--- src/design/sisc_pkg.sv ---
// Types, codes and constants of the sparse image chunk sequencer.
`default_nettype none

package sisc_pkg;

	localparam int unsigned QUEUE_DEPTH_DEF = 2;

	localparam int unsigned CFG_IDX_W  = 3;
	localparam int unsigned CFG_DATA_W = 48;

	localparam logic [CFG_IDX_W-1:0] CFG_BLOCK_SIZE = 3'd0;
	localparam logic [CFG_IDX_W-1:0] CFG_PARTITION  = 3'd1;
	localparam logic [CFG_IDX_W-1:0] CFG_HEADER     = 3'd2;
	localparam logic [CFG_IDX_W-1:0] CFG_EXPECTED   = 3'd3;

	localparam logic [16:0] BLOCK_SIZE_RST = 17'd4096;
	localparam logic [15:0] HEADER_RST     = 16'd12;
	localparam logic [16:0] FILL_BYTES     = 17'd4;
	localparam logic [31:0] WORD_MAX       = 32'hFFFF_FFFF;

	typedef enum logic [2:0] {
		KC_RAW,
		KC_FILL,
		KC_DONT_CARE,
		KC_CRC,
		KC_UNKNOWN
	} kind_cls_t;

	typedef enum logic [1:0] {
		ACT_COPY,
		ACT_FILL,
		ACT_SKIP,
		ACT_NONE
	} action_t;

	typedef enum logic [3:0] {
		ST_OK,
		ST_FULL,
		ST_SIZE_OVF,
		ST_TOO_LARGE,
		ST_BAD_RAW,
		ST_BAD_FILL,
		ST_BAD_CRC,
		ST_POS_OVF,
		ST_UNKNOWN,
		ST_MISMATCH,
		ST_IMG_LARGE,
		ST_ABORTED
	} status_t;

	typedef struct packed {
		kind_cls_t   kind;
		logic [31:0] blocks;
		logic [31:0] total;
		logic [31:0] pattern;
		logic        last;
	} chunk_t;

	typedef struct packed {
		logic [16:0] block_size;
		logic [47:0] partition;
		logic [15:0] header;
		logic [31:0] expected;
	} cfg_t;

	function automatic kind_cls_t classify(input logic [2:0] code);
		kind_cls_t k;
		unique case (code)
			3'd0:    k = KC_RAW;
			3'd1:    k = KC_FILL;
			3'd2:    k = KC_DONT_CARE;
			3'd3:    k = KC_CRC;
			default: k = KC_UNKNOWN;
		endcase
		return k;
	endfunction

endpackage

`default_nettype wire

--- src/design/sisc_chunk_if.sv ---
// Chunk header channel: valid, ready and one decoded chunk header.
`default_nettype none

interface sisc_chunk_if;
	logic        valid;
	logic        ready;
	logic [2:0]  chunk_kind;
	logic [31:0] chunk_blocks;
	logic [31:0] chunk_total_bytes;
	logic [31:0] pattern_word;
	logic        final_chunk;

	modport source (
		output valid, chunk_kind, chunk_blocks, chunk_total_bytes, pattern_word, final_chunk,
		input  ready
	);
	modport sink (
		input  valid, chunk_kind, chunk_blocks, chunk_total_bytes, pattern_word, final_chunk,
		output ready
	);
endinterface

`default_nettype wire

--- src/design/sisc_cmd_if.sv ---
// Command channel: valid, ready and one block command with status.
`default_nettype none

interface sisc_cmd_if;
	logic        valid;
	logic        ready;
	logic [1:0]  action;
	logic [31:0] start_block;
	logic [31:0] block_count;
	logic [31:0] pattern_out;
	logic [3:0]  status;
	logic        image_done;

	modport source (
		output valid, action, start_block, block_count, pattern_out, status, image_done,
		input  ready
	);
	modport sink (
		input  valid, action, start_block, block_count, pattern_out, status, image_done,
		output ready
	);
endinterface

`default_nettype wire

--- src/design/sisc_cfg_if.sv ---
// Configuration write channel: valid, ready, register index and data.
`default_nettype none

interface sisc_cfg_if;
	import sisc_pkg::*;
	logic                  valid;
	logic                  ready;
	logic [CFG_IDX_W-1:0]  index;
	logic [CFG_DATA_W-1:0] data;

	modport source (output valid, index, data, input ready);
	modport sink (input valid, index, data, output ready);
endinterface

`default_nettype wire

--- src/design/sisc_front.sv ---
// Front end: accepts chunk headers, classifies the kind and queues them.
`default_nettype none

module sisc_front
	import sisc_pkg::*;
#(
	parameter int unsigned QueueDepth = QUEUE_DEPTH_DEF
) (
	input  logic         clk,
	input  logic         arst_n,
	sisc_chunk_if.sink   chunk,
	output chunk_t       head,
	output logic         head_valid,
	input  logic         head_pop
);

	localparam int unsigned PtrW = $clog2(QueueDepth);
	localparam int unsigned CntW = $clog2(QueueDepth + 1);

	chunk_t          entry_q [QueueDepth];
	logic [PtrW-1:0] wr_ptr_q;
	logic [PtrW-1:0] rd_ptr_q;
	logic [CntW-1:0] count_q;
	logic            push;
	logic            pop;
	chunk_t          incoming;

	assign chunk.ready = (count_q != CntW'(QueueDepth));
	assign head_valid  = (count_q != '0);
	assign head        = entry_q[rd_ptr_q];
	assign push        = chunk.valid && chunk.ready;
	assign pop         = head_pop && head_valid;

	always_comb begin
		incoming.kind    = classify(chunk.chunk_kind);
		incoming.blocks  = chunk.chunk_blocks;
		incoming.total   = chunk.chunk_total_bytes;
		incoming.pattern = chunk.pattern_word;
		incoming.last    = chunk.final_chunk;
	end

	always_ff @(posedge clk) begin
		if (push) begin
			entry_q[wr_ptr_q] <= incoming;
		end
	end

	always_ff @(posedge clk or negedge arst_n) begin
		if (!arst_n) begin
			wr_ptr_q <= '0;
			rd_ptr_q <= '0;
			count_q  <= '0;
		end else begin
			if (push) begin
				wr_ptr_q <= (wr_ptr_q == PtrW'(QueueDepth - 1)) ? '0 : wr_ptr_q + 1'b1;
			end
			if (pop) begin
				rd_ptr_q <= (rd_ptr_q == PtrW'(QueueDepth - 1)) ? '0 : rd_ptr_q + 1'b1;
			end
			unique case ({push, pop})
				2'b10:   count_q <= count_q + 1'b1;
				2'b01:   count_q <= count_q - 1'b1;
				default: count_q <= count_q;
			endcase
		end
	end

endmodule

`default_nettype wire

--- src/design/sisc_back.sv ---
// Back end: byte products, bound and size checks, position update, command register.
`default_nettype none

module sisc_back
	import sisc_pkg::*;
(
	input  logic        clk,
	input  logic        arst_n,
	input  cfg_t        cfg,
	input  chunk_t      head,
	input  logic        head_valid,
	output logic        head_pop,
	sisc_cmd_if.source  cmd
);

	// stage 2 holds one header with its byte products
	logic        s2_valid_q;
	chunk_t      item_s2;
	logic [48:0] pos_prod_s2;
	logic [48:0] chunk_prod_s2;
	logic [48:0] img_prod_s2;

	logic [31:0] pos_q;
	logic        aborted_q;

	logic        out_valid_q;
	action_t     act_q;
	logic [31:0] start_q;
	logic [31:0] count_q;
	logic [31:0] pat_q;
	status_t     status_q;
	logic        done_q;

	logic        fire;
	logic [49:0] end_bytes;
	logic [32:0] raw_need;
	logic [16:0] fill_need;
	logic [32:0] pos_sum;

	logic        kind_fail;
	status_t     kind_st;
	action_t     kind_act;

	logic        fail;
	logic        advance;
	logic        done;
	logic        mismatch;
	action_t     act;
	status_t     st;
	logic [31:0] pat;

	assign head_pop = head_valid && !s2_valid_q;
	assign fire     = s2_valid_q && (!out_valid_q || cmd.ready);

	always_ff @(posedge clk) begin
		if (head_pop) begin
			item_s2       <= head;
			pos_prod_s2   <= {17'b0, pos_q} * {32'b0, cfg.block_size};
			chunk_prod_s2 <= {17'b0, head.blocks} * {32'b0, cfg.block_size};
			img_prod_s2   <= {17'b0, cfg.expected} * {32'b0, cfg.block_size};
		end
	end

	assign end_bytes = {1'b0, pos_prod_s2} + {1'b0, chunk_prod_s2};
	assign raw_need  = {1'b0, chunk_prod_s2[31:0]} + {17'b0, cfg.header};
	assign fill_need = {1'b0, cfg.header} + FILL_BYTES;
	assign pos_sum   = {1'b0, pos_q} + {1'b0, item_s2.blocks};

	always_comb begin
		kind_fail = 1'b0;
		kind_st   = ST_OK;
		kind_act  = ACT_NONE;
		unique case (item_s2.kind)
			KC_RAW: begin
				kind_act  = ACT_COPY;
				kind_fail = ({1'b0, item_s2.total} != raw_need);
				kind_st   = ST_BAD_RAW;
			end
			KC_FILL: begin
				kind_act  = ACT_FILL;
				kind_fail = (item_s2.total != {15'b0, fill_need});
				kind_st   = ST_BAD_FILL;
			end
			KC_DONT_CARE: begin
				kind_act  = ACT_SKIP;
			end
			KC_CRC: begin
				kind_act  = ACT_SKIP;
				kind_fail = (item_s2.total != {16'b0, cfg.header});
				kind_st   = ST_BAD_CRC;
			end
			default: begin
				kind_fail = 1'b1;
				kind_st   = ST_UNKNOWN;
			end
		endcase
	end

	always_comb begin
		fail     = 1'b0;
		advance  = 1'b0;
		done     = 1'b0;
		mismatch = 1'b0;
		act      = ACT_NONE;
		st       = ST_OK;
		priority if (aborted_q) begin
			st = ST_ABORTED;
		end else if (img_prod_s2 > {1'b0, cfg.partition}) begin
			fail = 1'b1;
			st   = ST_IMG_LARGE;
		end else if (pos_prod_s2 >= {1'b0, cfg.partition}) begin
			fail = 1'b1;
			st   = ST_FULL;
		end else if (chunk_prod_s2 > {17'b0, WORD_MAX}) begin
			fail = 1'b1;
			st   = ST_SIZE_OVF;
		end else if (end_bytes > {2'b0, cfg.partition}) begin
			fail = 1'b1;
			st   = ST_TOO_LARGE;
		end else if (kind_fail) begin
			fail = 1'b1;
			st   = kind_st;
		end else if (pos_sum[32]) begin
			fail = 1'b1;
			st   = ST_POS_OVF;
		end else begin
			advance = 1'b1;
			act     = kind_act;
			if (item_s2.last) begin
				if (pos_sum[31:0] == cfg.expected) begin
					done = 1'b1;
				end else begin
					mismatch = 1'b1;
					st       = ST_MISMATCH;
				end
			end
		end
		pat = (act == ACT_FILL) ? item_s2.pattern : '0;
	end

	always_ff @(posedge clk) begin
		if (fire) begin
			act_q    <= act;
			start_q  <= pos_q;
			count_q  <= (act == ACT_NONE) ? '0 : item_s2.blocks;
			pat_q    <= pat;
			status_q <= st;
			done_q   <= done;
		end
	end

	always_ff @(posedge clk or negedge arst_n) begin
		if (!arst_n) begin
			s2_valid_q  <= 1'b0;
			out_valid_q <= 1'b0;
			pos_q       <= '0;
			aborted_q   <= 1'b0;
		end else begin
			if (head_pop) begin
				s2_valid_q <= 1'b1;
			end else if (fire) begin
				s2_valid_q <= 1'b0;
			end
			if (fire) begin
				out_valid_q <= 1'b1;
			end else if (cmd.ready) begin
				out_valid_q <= 1'b0;
			end
			if (fire && advance) begin
				pos_q <= done ? '0 : pos_sum[31:0];
			end
			if (fire && (fail || mismatch)) begin
				aborted_q <= 1'b1;
			end
		end
	end

	assign cmd.valid       = out_valid_q;
	assign cmd.action      = act_q;
	assign cmd.start_block = start_q;
	assign cmd.block_count = count_q;
	assign cmd.pattern_out = pat_q;
	assign cmd.status      = status_q;
	assign cmd.image_done  = done_q;

endmodule

`default_nettype wire

--- src/design/sparse_image_chunk_sequencer.sv ---
// Sparse image chunk sequencer: top level with configuration registers.
//
// Takes one decoded sparse-image chunk header per transaction and returns one
// block command per header. The front end queues up to QueueDepth classified
// headers; the back end resolves one header at a time: a first step forms
// the byte products (position, chunk and image against the block size), and
// the second runs the bound and size checks, updates the block position and
// loads the command register. The block position feeds the next header's
// product, so the back end pops no header until the last has left stage 2. A
// header passes the queue, stage 2 and the command register. A failed check
// answers with action none; a failure or final-chunk mismatch sets a sticky
// abort and every later header reports aborted until reset. Configuration
// writes are always taken and must only be issued while no header is in flight.
`default_nettype none

module sparse_image_chunk_sequencer
	import sisc_pkg::*;
#(
	parameter int unsigned QueueDepth = QUEUE_DEPTH_DEF
) (
	input  logic        clk,
	input  logic        arst_n,
	sisc_chunk_if.sink  chunk,
	sisc_cmd_if.source  cmd,
	sisc_cfg_if.sink    cfg
);

	cfg_t   cfg_q;
	chunk_t head;
	logic   head_valid;
	logic   head_pop;

	assign cfg.ready = 1'b1;

	always_ff @(posedge clk or negedge arst_n) begin
		if (!arst_n) begin
			cfg_q.block_size <= BLOCK_SIZE_RST;
			cfg_q.partition  <= '0;
			cfg_q.header     <= HEADER_RST;
			cfg_q.expected   <= '0;
		end else if (cfg.valid && cfg.ready) begin
			unique case (cfg.index)
				CFG_BLOCK_SIZE: cfg_q.block_size <= cfg.data[16:0];
				CFG_PARTITION:  cfg_q.partition  <= cfg.data[47:0];
				CFG_HEADER:     cfg_q.header     <= cfg.data[15:0];
				CFG_EXPECTED:   cfg_q.expected   <= cfg.data[31:0];
				default: ;
			endcase
		end
	end

	sisc_front #(
		.QueueDepth(QueueDepth)
	) u_front (
		.clk       (clk),
		.arst_n    (arst_n),
		.chunk     (chunk),
		.head      (head),
		.head_valid(head_valid),
		.head_pop  (head_pop)
	);

	sisc_back u_back (
		.clk       (clk),
		.arst_n    (arst_n),
		.cfg       (cfg_q),
		.head      (head),
		.head_valid(head_valid),
		.head_pop  (head_pop),
		.cmd       (cmd)
	);

endmodule

`default_nettype wire

--- src/flat_wrapper.sv ---
// flat-port wrapper written by rule: the top's interface ports become plain ports
module sparse_image_chunk_sequencer_flat import sisc_pkg::*;
#(
	parameter int unsigned QueueDepth = QUEUE_DEPTH_DEF
)
  (clk, arst_n, chunk_valid, chunk_chunk_kind, chunk_chunk_blocks, chunk_chunk_total_bytes, chunk_pattern_word, chunk_final_chunk, chunk_ready, cmd_valid, cmd_action, cmd_start_block, cmd_block_count, cmd_pattern_out, cmd_status, cmd_image_done, cmd_ready, cfg_valid, cfg_index, cfg_data, cfg_ready);
  sisc_chunk_if chunk_i ();
  sisc_cmd_if cmd_i ();
  sisc_cfg_if cfg_i ();
  input  logic clk;
  input  logic arst_n;
  input wire logic [$bits(chunk_i.valid)-1:0] chunk_valid;
  input wire logic [$bits(chunk_i.chunk_kind)-1:0] chunk_chunk_kind;
  input wire logic [$bits(chunk_i.chunk_blocks)-1:0] chunk_chunk_blocks;
  input wire logic [$bits(chunk_i.chunk_total_bytes)-1:0] chunk_chunk_total_bytes;
  input wire logic [$bits(chunk_i.pattern_word)-1:0] chunk_pattern_word;
  input wire logic [$bits(chunk_i.final_chunk)-1:0] chunk_final_chunk;
  output wire logic [$bits(chunk_i.ready)-1:0] chunk_ready;
  output wire logic [$bits(cmd_i.valid)-1:0] cmd_valid;
  output wire logic [$bits(cmd_i.action)-1:0] cmd_action;
  output wire logic [$bits(cmd_i.start_block)-1:0] cmd_start_block;
  output wire logic [$bits(cmd_i.block_count)-1:0] cmd_block_count;
  output wire logic [$bits(cmd_i.pattern_out)-1:0] cmd_pattern_out;
  output wire logic [$bits(cmd_i.status)-1:0] cmd_status;
  output wire logic [$bits(cmd_i.image_done)-1:0] cmd_image_done;
  input wire logic [$bits(cmd_i.ready)-1:0] cmd_ready;
  input wire logic [$bits(cfg_i.valid)-1:0] cfg_valid;
  input wire logic [$bits(cfg_i.index)-1:0] cfg_index;
  input wire logic [$bits(cfg_i.data)-1:0] cfg_data;
  output wire logic [$bits(cfg_i.ready)-1:0] cfg_ready;
  assign chunk_i.valid = chunk_valid;
  assign chunk_i.chunk_kind = chunk_chunk_kind;
  assign chunk_i.chunk_blocks = chunk_chunk_blocks;
  assign chunk_i.chunk_total_bytes = chunk_chunk_total_bytes;
  assign chunk_i.pattern_word = chunk_pattern_word;
  assign chunk_i.final_chunk = chunk_final_chunk;
  assign chunk_ready = chunk_i.ready;
  assign cmd_valid = cmd_i.valid;
  assign cmd_action = cmd_i.action;
  assign cmd_start_block = cmd_i.start_block;
  assign cmd_block_count = cmd_i.block_count;
  assign cmd_pattern_out = cmd_i.pattern_out;
  assign cmd_status = cmd_i.status;
  assign cmd_image_done = cmd_i.image_done;
  assign cmd_i.ready = cmd_ready;
  assign cfg_i.valid = cfg_valid;
  assign cfg_i.index = cfg_index;
  assign cfg_i.data = cfg_data;
  assign cfg_ready = cfg_i.ready;
  sparse_image_chunk_sequencer #(.QueueDepth(QueueDepth)) u_core (.clk(clk), .arst_n(arst_n), .chunk(chunk_i), .cmd(cmd_i), .cfg(cfg_i));
endmodule
--- config.mk ---
export PLATFORM = sky130hd
export DESIGN_NAME = sparse_image_chunk_sequencer_flat
export DESIGN_NICKNAME = d
export VERILOG_FILES = /design/src/design/sisc_pkg.sv /design/src/design/sisc_chunk_if.sv /design/src/design/sisc_cmd_if.sv /design/src/design/sisc_cfg_if.sv /design/src/design/sisc_front.sv /design/src/design/sisc_back.sv /design/src/design/sparse_image_chunk_sequencer.sv /design/src/flat_wrapper.sv
export SDC_FILE = /design/constraint.sdc
export NUM_CORES = 2
export LEC_CHECK = 0
export BUFFER_PORTS_ARGS = -buffer_cell sky130_fd_sc_hd__buf_4
export CAP_MARGIN = 5
export CORE_MARGIN = 8
export CORE_UTILIZATION = 38
export CTS_CLUSTER_DIAMETER = 100
export DETAILED_ROUTE_END_ITERATION = 16
export GPL_TIMING_DRIVEN = 1
export RECOVER_POWER = 25
export SYNTH_ARGS = -nofsm -noshare
export SYNTH_HDL_FRONTEND = slang
export SYNTH_HIERARCHICAL = 1
export SYNTH_SLANG_ARGS = --single-unit
export TNS_END_PERCENT = 30
--- constraint.sdc ---
create_clock -name clk -period 22.6 [get_ports clk]
set_input_delay 4.52 -clock clk [delete_from_list [all_inputs] [get_ports clk]]
set_output_delay 4.52 -clock clk [all_outputs]
set_load 0.01 [all_outputs]
==> flow_metrics.py <==
metrics = {
    "run_status": {
        "status": "complete, but fails checks",
        "failed_checks": "max-capacitance violations, max-slew violations",
    },
    "critical_path": {
        "crit_required_ns": 23.09,
        "crit_top_cell": "fa_1",
        "crit_buf_inv": 6,
        "critical-path-max-stage-delay_ns": 2.58,
        "end_kind": "register",
        "crit_path_top_delay_cell": "clkbuf_1",
        "rrSetupSlack_ns": 9.84,
        "path_max_fanout": 55,
        "critPathLaunchType": "register",
        "crit_type": "register to register",
        "cp.arrival_ns": 13.25,
        "crit_family": "adder cells",
    },
    "route": {
        "wl_per_cell_um": 22.7,
        "drtPass1Iterations": 6,
        "viasPerCell": 5.29,
        "ant_nets": 0,
        "wl_mm": 270,
        "highest_layer": "met5",
        "dr_wl_met2_mm": 124,
        "drt_iter0_drc": 5072,
        "m1WireLength_mm": 110,
        "wl_met3_mm": 24.1,
        "drc": 0,
        "vias": 62800,
    },
    "global_routing": {
        "antenna_found_initial": 13,
        "grt_use_total_pct": 21.8,
        "grt_pass1_vias": 67400,
        "grt_pass1_wl_mm": 407,
        "gr-total-overflow": 0,
        "grt_max_degree": 141,
    },
    "sta": {
        "rsz0062_at_grt": "no",
        "slew-limit-headroom_pct": -506,
        "drv_slew": 548,
        "timing.fmax_mhz": 78.4,
        "final_hold_viol_count": 0,
        "fin_hold_ws_ns": 0.483,
        "setup_viol": 0,
        "worst_pin_slew_ns": 9.09,
        "tns_ns": 0,
        "fin_crit_ns": 12.76,
        "final.setup_skew_ns": 0.0589,
        "fin_crit_sh_pct": 56.5,
    },
    "yosys": {
        "ys.flop_type": "edfxtp_1",
        "synthCells": 8777,
        "async_reset_ff_share_pct": 21.7,
        "netlist-cell-type-count": 96,
        "postSynthAreaPerCell_um2": 9.91,
        "syn_area_mm2": 0.0870,
        "ys_warn_count": 6,
        "synth-seq-area-share_pct": 23.4,
        "synth_edf_count": 550,
        "synth-seq-cells": 702,
        "syn_nets": 10900,
    },
    "cts": {
        "worstSkewPairLatency_ns": 0.78,
        "htree_levels": 3,
        "cts_root_buf": "clkbuf_16",
        "clockBufferDepth": 3,
        "cts_hold_buf": 0,
        "cts_tree": "built",
        "cts-resized-gates": 0,
        "post_cts_buffers": 0,
        "cts-buffers-inserted": 88,
        "clock_sinks": 702,
        "clk_pin_slew_worst_paths_ns": 0.06,
    },
    "layout": {
        "area_growth_pct": 8.48,
        "drive_gt1_share_pct": 7.64,
        "layout.nets": 10900,
    },
    "die": {
        "die_area_mm2": 0.244,
        "num_io_pins": 262,
        "fp.dieW_um": 494,
        "placementRows": 175,
        "fp.dieH_um": 494,
        "initial_core_util_pct": 38.2,
        "core_region_area_mm2": 0.227,
    },
    "flow_run": {
        "cap_violations": 14,
    },
    "placement": {
        "gp_congestion": 0.936,
        "dp_hpwl_mm": 203,
        "portBuffers": 260,
    },
    "worst_hold_path": {
        "hp-class": "register to register",
    },
}
-- placed cells by master (no fill, tap or decap), types with 32 or more instances in the layout --
cell type,instances
inv_1,1774
fa_1,1350
nand2_1,1305
ha_1,612
edfxtp_1,550
and2_1,537
buf_4,331
a21oi_1,237
xnor2_1,194
nor2_1,172
a21o_1,157
o21ai_0,139
dfrtp_1,134
mux2_2,119
clkbuf_16,89
mux2_1,85
xor2_1,81
nand3_1,71
nand4_1,68
nor3_1,65
and3_1,58
nor2b_1,46
o21a_1,43
nand2b_1,40
a211oi_1,39
clkbuf_1,33
a31oi_1,32
-- worst reg2reg max path, stage by stage (launching register included) --
cell	delay [ns]
dfrtp_1	1.89
clkbuf_1	2.59
mux2_1	0.93
nand2_1	0.18
fa_1	0.56
inv_1	0.06
fa_1	0.53
inv_1	0.06
fa_1	0.49
inv_1	0.05
fa_1	0.49
fa_1	0.49
inv_1	0.05
fa_1	0.47
inv_1	0.04
ha_1	0.37
a21o_1	0.19
a21oi_1	0.19
o21ai_0	0.17
nand3_1	0.13
nand3_1	0.10
a31o_2	0.25
o21ai_0	0.75
o31ai_1	0.30
a311oi_1	0.56
o21bai_1	0.16
a221oi_1	0.33
xnor2_1	0.11
-- worst paths after layout --
path / startpoint / to / cells after the start
min reg2reg: u_core/u_front/count_q[1] / u_core/u_front/count_q[1] / 1
max reg2reg: u_core/u_front/rd_ptr_q / u_core/u_back/chunk_prod_s2[47] / 27
max in group asynchronous: arst_n / u_core/cfg_q[105] / 2
max: u_core/u_front/rd_ptr_q / u_core/u_back/chunk_prod_s2[47] / 27
min in group asynchronous: arst_n / u_core/cfg_q[83] / 1
min: u_core/u_front/count_q[1] / u_core/u_front/count_q[1] / 1
-- metrics by stage --
stage	cells	worst slack (ns)	instance area [um^2]	utilization, %
after detailed placement	11700	12.76	91600	40.3
after global routing	11900	9.07	94300	41.5
after floorplan	8777	9.15	87000	-
after global placement	11700	12.92	91600	40.3
final	11900	9.84	94300	41.5
after CTS	11900	12.73	94700	41.6
-- routing by layer --
metal | global-route usage, % | vias up
li1 | - | 27500
met1 | 28.2 | 32100
met2 | 35.4 | 2549
met3 | 5.39 | 562
met4 | 8.06 | 12
met5 | 0 | -
-- synthesized netlist by cell type, types with 59 or more instances --
cell	count	share of area, %
a21o_1	157	1.4
a21oi_1	237	1.4
and2_1	541	3.9
and3_1	59	0.42
clkbuf_1	392	1.7
dfrtp_1	149	4.3
edfxtp_1	550	19
fa_1	1350	31
ha_1	612	8.8
inv_1	1775	7.7
mux2_2	124	1.6
mux2_4	90	1.6
nand2_1	1305	5.6
nand3_1	71	0.41
nand4_1	68	0.49
nor2_1	174	0.75
nor3_1	65	0.37
o21ai_0	139	0.80
xnor2_1	194	2.0
xor2_1	81	0.82
-- cells by family after synthesis --
group / count (synthesis) / share of synthesized area, %
simple gates: 2465 / 13.5
buf+inv: 2216 / 9.87
fa+ha+maj: 1962 / 39.9
compound gates: 923 / 7.17
other cells: 1 / 0.00431
mux: 228 / 3.33
xor+xnor: 280 / 2.90
flops: 702 / 23.4
-- layout make-up --
| class | count | area, um^2 |
|---|---|---|
| inverters | 1775 | 6670 |
| flip-flops and latches | 702 | 20400 |
| multi-input cells | 5859 | 57800 |
| clock buffers | 105 | 2350 |
| fillers | 21900 | 133000 |
| repair buffers | 356 | 2590 |
| clock inverters | 59 | 737 |
| diodes | 8 | 20.0 |
| well taps | 3009 | 3760 |
-- sequential cells by signal (all words and copies together), names as in the netlist --
| signal | count |
|---|---|
| u_core/u_back/cmd.start_block | 32 |
| u_core/u_back/aborted_q | 1 |
| u_core/u_back/cmd.valid | 1 |
| u_core/u_back/item_s2 | 100 |
| u_core/u_front/count_q | 2 |
| u_core/u_back/cmd.pattern_out | 32 |
| u_core/cfg_q | 113 |
| u_core/u_back/cmd.status | 4 |
| u_core/u_front/entry_q | 200 |
| u_core/u_back/s2_valid_q | 1 |
| u_core/u_back/cmd.action | 2 |
| u_core/u_back/chunk_prod_s2 | 49 |
| u_core/u_back/cmd.image_done | 1 |
| u_core/u_back/img_prod_s2 | 49 |
| u_core/u_back/cmd.block_count | 32 |
| u_core/u_back/pos_q | 32 |
| u_core/u_front/rd_ptr_q | 1 |
| u_core/u_back/pos_prod_s2 | 49 |
| u_core/u_front/wr_ptr_q | 1 |
Power is not shown: default switching activity piles up to over one toggle a cycle in this logic, so the estimate is an artifact.
